--- config.mk ---
export PLATFORM = sky130hd
export DESIGN_NAME = humidity_temp_frame_decoder_unit_flat
export DESIGN_NICKNAME = d
export VERILOG_FILES = /design/src/hdl/htfd_pkg.sv /design/src/hdl/htfd_byte_if.sv /design/src/hdl/htfd_result_if.sv /design/src/hdl/htfd_frame_track.sv /design/src/hdl/htfd_scale.sv /design/src/hdl/humidity_temp_frame_decoder_unit.sv /design/src/flat_wrapper.sv
export SDC_FILE = /design/constraint.sdc
export NUM_CORES = 1
export LEC_CHECK = 0
export BUFFER_PORTS_ARGS = -buffer_cell sky130_fd_sc_hd__buf_4
export CORE_UTILIZATION = 30
export DETAILED_ROUTE_END_ITERATION = 8
export GPL_TIMING_DRIVEN = 1
export PLACE_DENSITY = 0.55
export SYNTH_ARGS = -nofsm -noshare
export SYNTH_HDL_FRONTEND = slang
export SYNTH_SLANG_ARGS = --single-unit
--- constraint.sdc ---
create_clock -name clk -period 11.93 [get_ports clk]
set_input_delay 1.193 -clock clk [delete_from_list [all_inputs] [get_ports clk]]
set_output_delay 1.193 -clock clk [all_outputs]
set_load 0.01 [all_outputs]
--- src/hdl/htfd_pkg.sv ---
// Package with the shared constants, codes, types and CRC function of the frame decoder.
`default_nettype none

package htfd_pkg;

  localparam logic [7:0] CRC_POLY = 8'h31;
  localparam logic [7:0] CRC_INIT = 8'hFF;

  localparam logic [2:0] POS_TEMP_HI = 3'd0;
  localparam logic [2:0] POS_TEMP_LO = 3'd1;
  localparam logic [2:0] POS_TEMP_CRC = 3'd2;
  localparam logic [2:0] POS_HUM_HI = 3'd3;
  localparam logic [2:0] POS_HUM_LO = 3'd4;
  localparam logic [2:0] POS_HUM_CRC = 3'd5;
  localparam logic [2:0] POS_MAX = 3'd7;

  localparam logic [1:0] ST_OK = 2'd0;
  localparam logic [1:0] ST_WRONG_LEN = 2'd1;
  localparam logic [1:0] ST_TEMP_CRC = 2'd2;
  localparam logic [1:0] ST_HUM_CRC = 2'd3;

  localparam logic [14:0] TEMP_SPAN = 15'd17500;
  localparam logic signed [14:0] TEMP_OFFSET = 15'sd4500;
  localparam logic [13:0] HUM_SPAN = 14'd10000;

  typedef struct packed {
    logic [1:0] status;
    logic [15:0] temp_word;
    logic [15:0] hum_word;
  } frame_info_t;

  typedef struct packed {
    logic signed [14:0] temp_centi;
    logic [13:0] hum_centi;
  } scaled_t;

  function automatic logic [7:0] crc8_feed(input logic [7:0] crc, input logic [7:0] b);
    logic [7:0] v;
    v = crc ^ b;
    for (int k = 0; k < 8; k++) begin
      if (v[7]) begin
        v = {v[6:0], 1'b0} ^ CRC_POLY;
      end else begin
        v = {v[6:0], 1'b0};
      end
    end
    return v;
  endfunction

endpackage

`default_nettype wire

--- src/hdl/htfd_byte_if.sv ---
// Interface for the channel that carries received frame bytes.
`default_nettype none

interface htfd_byte_if;
  logic valid;
  logic ready;
  logic [7:0] rx_byte;
  logic frame_end;

  modport source (output valid, output rx_byte, output frame_end, input ready);
  modport sink (input valid, input rx_byte, input frame_end, output ready);
endinterface

`default_nettype wire

--- src/hdl/htfd_result_if.sv ---
// Interface for the channel that carries decoded measurement results.
`default_nettype none

interface htfd_result_if;
  logic valid;
  logic ready;
  logic [1:0] status;
  logic signed [14:0] temp_centi;
  logic [13:0] hum_centi;
  logic [15:0] temp_raw;
  logic [15:0] hum_raw;

  modport source (output valid, output status, output temp_centi, output hum_centi,
                  output temp_raw, output hum_raw, input ready);
  modport sink (input valid, input status, input temp_centi, input hum_centi,
                input temp_raw, input hum_raw, output ready);
endinterface

`default_nettype wire

--- src/hdl/htfd_frame_track.sv ---
// Frame state: byte position, running CRC, word assembly and status decision.
`default_nettype none

module htfd_frame_track (
  input  wire logic clk,
  input  wire logic rst,
  input  wire logic step,
  input  wire logic [7:0] rx_byte,
  input  wire logic frame_end,
  output htfd_pkg::frame_info_t info
);

  logic [2:0] pos;
  logic [2:0] pos_next;
  logic [7:0] crc;
  logic [7:0] crc_next;
  logic [15:0] temp_word;
  logic [15:0] temp_word_next;
  logic [15:0] hum_word;
  logic [15:0] hum_word_next;
  logic temp_good;
  logic temp_good_next;
  logic hum_good;
  logic [7:0] crc_fed;

  assign crc_fed = htfd_pkg::crc8_feed(crc, rx_byte);

  always_comb begin
    crc_next = crc;
    temp_word_next = temp_word;
    hum_word_next = hum_word;
    temp_good_next = temp_good;
    hum_good = 1'b0;
    case (pos)
      htfd_pkg::POS_TEMP_HI: begin
        temp_word_next = {rx_byte, 8'h00};
        crc_next = crc_fed;
      end
      htfd_pkg::POS_TEMP_LO: begin
        temp_word_next = {temp_word[15:8], temp_word[7:0] | rx_byte};
        crc_next = crc_fed;
      end
      htfd_pkg::POS_TEMP_CRC: begin
        temp_good_next = (crc == rx_byte);
        crc_next = htfd_pkg::CRC_INIT;
      end
      htfd_pkg::POS_HUM_HI: begin
        hum_word_next = {rx_byte, 8'h00};
        crc_next = crc_fed;
      end
      htfd_pkg::POS_HUM_LO: begin
        hum_word_next = {hum_word[15:8], hum_word[7:0] | rx_byte};
        crc_next = crc_fed;
      end
      htfd_pkg::POS_HUM_CRC: begin
        hum_good = (crc == rx_byte);
      end
      default: begin
      end
    endcase
    pos_next = (pos == htfd_pkg::POS_MAX) ? pos : pos + 3'd1;
  end

  always_comb begin
    if (pos != htfd_pkg::POS_HUM_CRC) begin
      info.status = htfd_pkg::ST_WRONG_LEN;
    end else if (!temp_good) begin
      info.status = htfd_pkg::ST_TEMP_CRC;
    end else if (!hum_good) begin
      info.status = htfd_pkg::ST_HUM_CRC;
    end else begin
      info.status = htfd_pkg::ST_OK;
    end
    info.temp_word = temp_word_next;
    info.hum_word = hum_word_next;
  end

  always_ff @(posedge clk) begin
    if (rst || (step && frame_end)) begin
      pos <= '0;
      crc <= htfd_pkg::CRC_INIT;
      temp_word <= '0;
      hum_word <= '0;
      temp_good <= 1'b0;
    end else if (step) begin
      pos <= pos_next;
      crc <= crc_next;
      temp_word <= temp_word_next;
      hum_word <= hum_word_next;
      temp_good <= temp_good_next;
    end
  end

endmodule

`default_nettype wire

--- src/hdl/htfd_scale.sv ---
// Conversion of the raw words to hundredths of a degree and of percent humidity, zero on an error status.
`default_nettype none

module htfd_scale (
  input  wire htfd_pkg::frame_info_t info,
  output htfd_pkg::scaled_t scaled
);

  // x / 65535 is (x + (x >> 16) + 1) >> 16 for any x below 2^32 - 1.
  logic [30:0] temp_prod;
  logic [31:0] temp_sum;
  logic [14:0] temp_q;
  logic [29:0] hum_prod;
  logic [30:0] hum_sum;
  logic [13:0] hum_q;
  logic signed [14:0] temp_val;

  assign temp_prod = 31'(htfd_pkg::TEMP_SPAN) * 31'(info.temp_word);
  assign temp_sum = 32'(temp_prod) + 32'(temp_prod[30:16]) + 32'd1;
  assign temp_q = temp_sum[30:16];
  assign temp_val = $signed(temp_q) - htfd_pkg::TEMP_OFFSET;

  assign hum_prod = 30'(htfd_pkg::HUM_SPAN) * 30'(info.hum_word);
  assign hum_sum = 31'(hum_prod) + 31'(hum_prod[29:16]) + 31'd1;
  assign hum_q = hum_sum[29:16];

  always_comb begin
    if (info.status == htfd_pkg::ST_OK) begin
      scaled.temp_centi = temp_val;
      scaled.hum_centi = hum_q;
    end else begin
      scaled.temp_centi = '0;
      scaled.hum_centi = '0;
    end
  end

endmodule

`default_nettype wire

--- src/hdl/humidity_temp_frame_decoder_unit.sv ---
// Top level of the humidity and temperature measurement frame decoder.
// Every byte item is registered at acceptance and processed from that register.
// A result is registered when the frame's last byte leaves the input register.
// One byte item can be accepted in every cycle; only a waiting result stalls input.
// Synchronous reset empties the input and result registers and restarts the frame.
`default_nettype none

module humidity_temp_frame_decoder_unit (
  input wire logic clk,
  input wire logic rst,
  htfd_byte_if.sink rx,
  htfd_result_if.source meas
);

  logic s1_valid;
  logic [7:0] s1_byte;
  logic s1_end;
  logic s1_advance;
  logic res_load;
  logic res_valid;
  htfd_pkg::frame_info_t info;
  htfd_pkg::scaled_t scaled;

  assign s1_advance = s1_valid && (!s1_end || !res_valid || meas.ready);
  assign res_load = s1_advance && s1_end;
  assign rx.ready = !s1_valid || s1_advance;

  htfd_frame_track u_track (
    .clk(clk),
    .rst(rst),
    .step(s1_advance),
    .rx_byte(s1_byte),
    .frame_end(s1_end),
    .info(info)
  );

  htfd_scale u_scale (
    .info(info),
    .scaled(scaled)
  );

  always_ff @(posedge clk) begin
    if (rst) begin
      s1_valid <= 1'b0;
    end else if (rx.valid && rx.ready) begin
      s1_valid <= 1'b1;
    end else if (s1_advance) begin
      s1_valid <= 1'b0;
    end
  end

  always_ff @(posedge clk) begin
    if (rx.valid && rx.ready) begin
      s1_byte <= rx.rx_byte;
      s1_end <= rx.frame_end;
    end
  end

  always_ff @(posedge clk) begin
    if (rst) begin
      res_valid <= 1'b0;
    end else begin
      res_valid <= res_load || (res_valid && !meas.ready);
    end
  end

  always_ff @(posedge clk) begin
    if (res_load) begin
      meas.status <= info.status;
      meas.temp_centi <= scaled.temp_centi;
      meas.hum_centi <= scaled.hum_centi;
      meas.temp_raw <= info.temp_word;
      meas.hum_raw <= info.hum_word;
    end
  end

  assign meas.valid = res_valid;

  a_zero_on_error: assert property (@(posedge clk) disable iff (rst)
    (meas.valid && meas.status != htfd_pkg::ST_OK) |->
      (meas.temp_centi == 15'sd0 && meas.hum_centi == 14'd0))
    else $error("converted fields not zero on an error status");

  a_hum_range: assert property (@(posedge clk) disable iff (rst)
    (meas.valid && meas.status == htfd_pkg::ST_OK) |-> (meas.hum_centi <= 14'd10000))
    else $error("humidity beyond full scale");

  a_stall_end: assert property (@(posedge clk) disable iff (rst)
    (s1_valid && s1_end && meas.valid && !meas.ready) |-> !rx.ready)
    else $error("input taken while a finished frame cannot be delivered");

  a_load_end: assert property (@(posedge clk) disable iff (rst)
    (meas.valid && !$past(meas.valid)) |-> $past(s1_valid && s1_end))
    else $error("result raised without a frame end");

endmodule

`default_nettype wire
--- src/flat_wrapper.sv ---
// flat-port wrapper written by rule: the top's interface ports become plain ports
module humidity_temp_frame_decoder_unit_flat 
  (clk, rst, rx_valid, rx_rx_byte, rx_frame_end, rx_ready, meas_valid, meas_status, meas_temp_centi, meas_hum_centi, meas_temp_raw, meas_hum_raw, meas_ready);
  htfd_byte_if rx_i ();
  htfd_result_if meas_i ();
  input wire logic clk;
  input wire logic rst;
  input wire logic [$bits(rx_i.valid)-1:0] rx_valid;
  input wire logic [$bits(rx_i.rx_byte)-1:0] rx_rx_byte;
  input wire logic [$bits(rx_i.frame_end)-1:0] rx_frame_end;
  output wire logic [$bits(rx_i.ready)-1:0] rx_ready;
  output wire logic [$bits(meas_i.valid)-1:0] meas_valid;
  output wire logic [$bits(meas_i.status)-1:0] meas_status;
  output wire logic [$bits(meas_i.temp_centi)-1:0] meas_temp_centi;
  output wire logic [$bits(meas_i.hum_centi)-1:0] meas_hum_centi;
  output wire logic [$bits(meas_i.temp_raw)-1:0] meas_temp_raw;
  output wire logic [$bits(meas_i.hum_raw)-1:0] meas_hum_raw;
  input wire logic [$bits(meas_i.ready)-1:0] meas_ready;
  assign rx_i.valid = rx_valid;
  assign rx_i.rx_byte = rx_rx_byte;
  assign rx_i.frame_end = rx_frame_end;
  assign rx_ready = rx_i.ready;
  assign meas_valid = meas_i.valid;
  assign meas_status = meas_i.status;
  assign meas_temp_centi = meas_i.temp_centi;
  assign meas_hum_centi = meas_i.hum_centi;
  assign meas_temp_raw = meas_i.temp_raw;
  assign meas_hum_raw = meas_i.hum_raw;
  assign meas_i.ready = meas_ready;
  humidity_temp_frame_decoder_unit u_core (.clk(clk), .rst(rst), .rx(rx_i), .meas(meas_i));
endmodule
* Word level (Yosys, flattened, before mapping)
Cells that the tools add are included.
** Word-level totals
- Bits in registers :: 118
- Word-level logic and storage cells :: 80
- Input port bits :: 13
- Output and inout bits :: 65
** Operators by class
- Eq/ne operators :: 8
- $add $sub $neg :: 6
- Muxes and demuxes :: 17
- $mul :: 2
- Bitwise operators :: 12
- Reduce and logical (&&, ||, !) cells :: 21
** Operator list (count)
- $pmux W16 S2 :: 2
- $mux W6 :: 8
- $add A31 B1 Y31 const B :: 1
- $add A31 B15 Y31 :: 1
- $add A30 B1 Y30 const B :: 1
- $add A30 B14 Y30 :: 1
- $mul A13 B16 Y29 const A :: 1
- $mul A10 B16 Y26 const A :: 1
- $not A3 Y3 :: 8
- $or A8 B8 Y8 :: 2
- $pmux W8 S2 :: 1
- $sub A15 B14 Y15 const B :: 1
- $eq A3 B3 Y1 const B :: 3
- $eq A8 B8 Y1 :: 1
- $xor A8 B8 Y8 :: 1
- $eq A3 B2 Y1 const B :: 2
- $mux W2 :: 3
- $reduce_and A2 Y1 :: 3
- $logic_or A1 B1 Y1 :: 5
- $logic_and A1 B1 Y1 :: 4
- $logic_not A1 Y1 :: 4
- $reduce_bool A2 Y1 :: 2
- $reduce_or A4 Y1 :: 1
- $add A3 B1 Y3 const B :: 1
- other kinds (6) :: 8

* Logic depth before layout (Yosys ltp)
- Depth in word-level cells :: 18
- Depth in mapped cells :: 44
- Depth with buffers taken out :: 41

* Cells and area by module
A second synthesis with hierarchy kept.
** Unflattened totals
- Cells, all modules :: 1316
- Area total of the unflattened synthesis :: 12462.0 um^2
** By module, submodules not included
- htfd_scale :: seq. area each 0.0 um^2, instances 1, area an instance 7861.3 um^2, cells each 961
- htfd_frame_track :: seq. area each 880.8 um^2, instances 1, area an instance 2334.7 um^2, cells each 271
- humidity_temp_frame_decoder_unit :: seq. area each 2202.1 um^2, instances 1, area an instance 2265.9 um^2, cells each 84

* Least setup slack after synthesis
Ideal clock, no wire load.
- Path type :: register -> register
- From :: register u_core.u_track.pos[1]
- To :: register u_core.meas.temp_centi[14] (data pin)
- Cell stages (with the launch flop) :: 43
- Arrival time :: 9.199 ns
- Buffers on the path :: 2
- Setup slack :: 2.472 ns
- Setup time :: 0.260 ns
- Cell sequence :: dfxtp_1 > inv_1 > ha_1 > or3_1 > clkbuf_1 > a22oi_1 > inv_1 > ha_1 > inv_1 > fa_1 > inv_1 > ha_1 > fa_1 > inv_1 > fa_1 > inv_1 > ha_1 > nand2_1 > [... 7 more ...] > ha_1 > a21o_1 > a21oi_1 > o21ai_0 > nand2b_1 > a31o_2 > a21oi_1 > o31ai_1 > o21ai_1 > buf_2 > xnor2_1 > ha_1 > a211o_1 > a21oi_1 > nor3_1 > o21a_1 > o21ai_1 > mux2_2
** RTL lines
- start: declaration :: RTL line htfd_frame_track.sv:13 : logic [2:0] pos;
- start signal: assignment :: RTL line htfd_frame_track.sv:86 : pos <= pos_next;
- end: declaration :: RTL line htfd_result_if.sv:13 : modport source (output valid, output status, output temp_centi, output hum_centi,

==> impl_summary.md <==
Placed design
The worst setup slack before clock tree synthesis is 0.673 ns. The global placer's final weighted congestion is 0.872. The placed wire-length estimate is 24.9 mm. Input and output buffers added on the ports amount to 77. The placed instance count is 1970.

Route
The routed layout has 9964 vias. After detailed routing, the average wire length per cell comes to 16.2 um. The antenna violation net count after detailed routing is 0. The remaining routing DRC violations is 0.

The first-pass iteration count of the detailed router is 7. The total wire length is 32.4 mm. The iteration-0 DRC count of the detailed router is 484. Dividing the detail-routed via count by the number of cells gives 4.98.

Logic synthesis
In the synthesized netlist, the number of instances is 1383. The mean area per synthesized cell is 9.12 um2. The share of async-settable or async-resettable flops after synthesis is 0. The cell area that synthesis handed to floorplanning was 12600 um2.

The share of the Yosys chip area taken by registers is 0.245. The number of flip-flops and latches in the synthesized netlist is 118. The number of enable-type register cells in the synthesized netlist is 72. The synthesized design spends more area on one cell type than any other, namely ha_1. When the netlist entered floorplanning its net count stood at 1673. The most used flip-flop cell after synthesis is edfxtp_1.

The share of synthesized area in the top cell type comes to 0.199. After synthesis, the cell types taking the most area are ha_1 20%, edfxtp_1 17%, fa_1 12%, inv_1 7.6%, dfxtp_1 7.3%. The Yosys step of the flow raised 0 warnings. The synthesized netlist contains 80 unique library cells.

Clocking
The number of buffers added by the clock tree synthesis step is 17. The count of clock tree sinks is 118. For the worst-skew pair, the clock arrives at the later sink with an insertion delay of 0.44 ns. The clock slew at the register clock pins of the worst setup and hold paths is 0.07 ns. The buffer depth of the longest clock path is 2. The TritonCTS clock tree is built. The hold-fix buffer count after cts is 0. The H-tree was split into 4 levels. The cell sitting at the root of the clock tree is a clkbuf_16.

Pwr
The cell area power density is 248 nW/um2. For this design the static power due to leakage is 0.00690 uW. VDD sags by at most 0.000208 V.

Timing
The shortest period the worst path allows is 10.99 ns. The final number of hold-violating endpoints is 0. The worst-case hold slack is 0.456 ns. Static timing analysis puts the maximum clock frequency at 0.0910 GHz. The setup clock skew after layout is 0.0134 ns. Setup repair after global routing left no endpoint under its margin. The post-layout worst setup margin is 0.945 ns. In this run the tightest slew margin relative to its limit is 0.182. The aggregate negative setup slack is 0 ns. The final number of max-transition violations is 0. The transition at the pin with the smallest max-transition slack is 1.21 ns.

The final worst-path cycle share is 0.921. Setup violations remaining at the end of the flow were counted as 0.

Final layout
Once layout is complete, the utilization of the core stands at 0.350. The final net count is 1747. Relative to the synthesized area, the layout overhead comes to 14.2%. The layout cell share with drive strength beyond 1 is 0.0993.

The finished layout holds 2002 standard cells, fillers aside. Counting the fill cells in the layout gives 4317. The number of antenna diodes in the final layout is 0.

Floorplanning
After floorplanning, the core was divided into 74 placement rows. The die covers 42800 um2. The area of the core is 41100 um2. The initial utilization of the core area, before any placement, comes to 0.307.

The boundary pin count is 78. The die outline width is 207 um. The vertical extent of the die is 207 um.

Global route
The via count of the first global-routing pass is 9734. Entering global routing, the biggest net connects 66 pins. Global routing finished with a remaining overflow of 0. The combined global-route utilization of all metal layers is 0.156. In the global route stage, met2 resource usage came out at 0.275. The met3 track demand over resource is 0.0195.

In this run the most used layer during global routing was met2. The first global-routing pass estimated 51.7 mm of wire. The initial antenna violation count is 0. The met1 capacity usage during global routing is 0.202.

Worst setup path
The slowest stage of the critical path belongs to the cell a22oi_1. At the worst endpoint, the required time is 12.12 ns. The setup path with the least slack is of type reg -> reg. The nature of the critical path endpoint is a register.

The launching element type of the critical path is a register. In this run the critical register-to-register path is captured at u_core.meas.temp_centi[14]. The reg-to-reg setup timing slack is 0.94 ns. On the worst path, the slowest cell contributes a delay of 0.60 ns. The end point of the critical path is u_core.meas.temp_centi[14].

The origin of the critical flop-to-flop path is u_core.u_track.pos[1]. The worst register-to-register path has a depth of 38. The critical path arrival is 11.17 ns.

The critical path starts at u_core.u_track.pos[1]. The most numerous cell type found on the critical path is ha_1. In this run the worst path has a maximum fanout of 12.

Min path
Counting instances, the worst hold path has a depth of 2. The path type of the worst min-delay path is reg -> reg.

Run status
The flow ran to the end, and the final reports show no timing, DRC or antenna violations.

Flow run
The count of maximum capacitance violations is 0.
[cells in the mapped netlist, types with 25 or more instances]
cell / n
a211oi_1: 28
a21o_1: 25
a21oi_1: 82
dfxtp_1: 46
edfxtp_1: 72
fa_1: 76
ha_1: 201
inv_1: 256
nand2_1: 88
nor2_1: 91
o21ai_0: 30
xnor2_1: 58
[logic make-up (layout without fill, tap and decap cells)]
| logic type | after synthesis | count (layout) | synth area share |
|---|---|---|---|
| AO/OA/AOI/OAI | 305 | 305 | 0.167 |
| XOR/XNOR | 81 | 81 | 0.0569 |
| adder cells (fa/ha/maj) | 277 | 277 | 0.320 |
| buffers and inverters | 287 | 374 | 0.0868 |
| flip-flops | 118 | 118 | 0.245 |
| multiplexers | 6 | 6 | 0.00595 |
| AND/OR/NAND/NOR | 309 | 309 | 0.119 |
[report_power, final]
part	internal (uW)	total, uW	switching, uW
clock network	318	561	243
registers	451	464	13.5
logic	944	2540	1600
[through the flow]
step	instance area [um2]	total power, uW
after detailed placement	13800	2990
after CTS	14400	3580
after global routing	14400	3930
after global placement	13800	3000
after floorplan	12600	2380
final	14400	3570
[final cells by class]
class | instances | area [um2] | area share
timing repair buffer | 84 | 631 | 0.0438
inverter | 258 | 968 | 0.0673
tap | 532 | 666 | 0.0462
sequential | 118 | 3080 | 0.214
clock buffer | 17 | 425 | 0.0295
multi-input combinational | 978 | 8440 | 0.586
clock inverter | 15 | 185 | 0.0129
[repair_timing]
action,4_1_cts,5_1_grt
gates resized for setup,0,1
endpoints found under the setup margin,0,4
buffers inserted,0,0
[sequential cells by signal, indices dropped and copies added (netlist names)]
register                  cells
u_core.meas.hum_raw          16
u_core.meas.temp_raw         16
u_core.u_track.hum_word      16
u_core.u_track.temp_word     16
u_core.meas.temp_centi       15
u_core.meas.hum_centi        14
u_core.s1_byte                8
u_core.u_track.crc            8
u_core.u_track.pos            3
u_core.meas.status            2
u_core.meas.valid             1
u_core.s1_end                 1
u_core.s1_valid               1
u_core.u_track.temp_good      1
[cells in the final DEF, fill, tap and decap left out, types with 28 or more instances in the layout]
cell and count:
dfxtp_1 46, fa_1 76, ha_1 201, a211oi_1 28, edfxtp_1 72, o21ai_0 30
xnor2_1 58, inv_1 256, nand2_1 88, buf_4 84, a21oi_1 82, nor2_1 91
[per-layer routing]
metal  share of wire  up-vias  routed length (um)
li1                -     4941                   -
met1            0.45     4822               14700
met2            0.50      175               16400
met3           0.030       26                 979
met4           0.012        0                 374
met5               0        -                   0
[worst max-delay path: cells and delay by family (launching register included)]
family / cells / cell delay [ns]
compound gates: 16 / 3.84
xor+xnor: 3 / 1.08
fa+ha+maj: 9 / 3.33
buf+inv: 5 / 0.70
flops: 1 / 0.45
mux: 1 / 0.35
simple gates: 4 / 1.02
[worst min path at each step]
stage / start / endpoint / slack [ns]
6_report: u_core.u_track.hum_word[4] / u_core.u_track.hum_word[4] / 0.46
5_1_grt: u_core.u_track.temp_word[15] / u_core.u_track.temp_word[15] / 0.47
4_1_cts: u_core.u_track.hum_word[4] / u_core.u_track.hum_word[4] / 0.46
3_5_place_dp: u_core.u_track.hum_word[6] / u_core.u_track.hum_word[6] / 0.45
3_3_place_gp: u_core.u_track.temp_word[5] / u_core.u_track.temp_word[5] / 0.44
2_1_floorplan: u_core.u_track.hum_word[0] / u_core.u_track.hum_word[0] / 0.44
(Power assumes the default switching activity.)
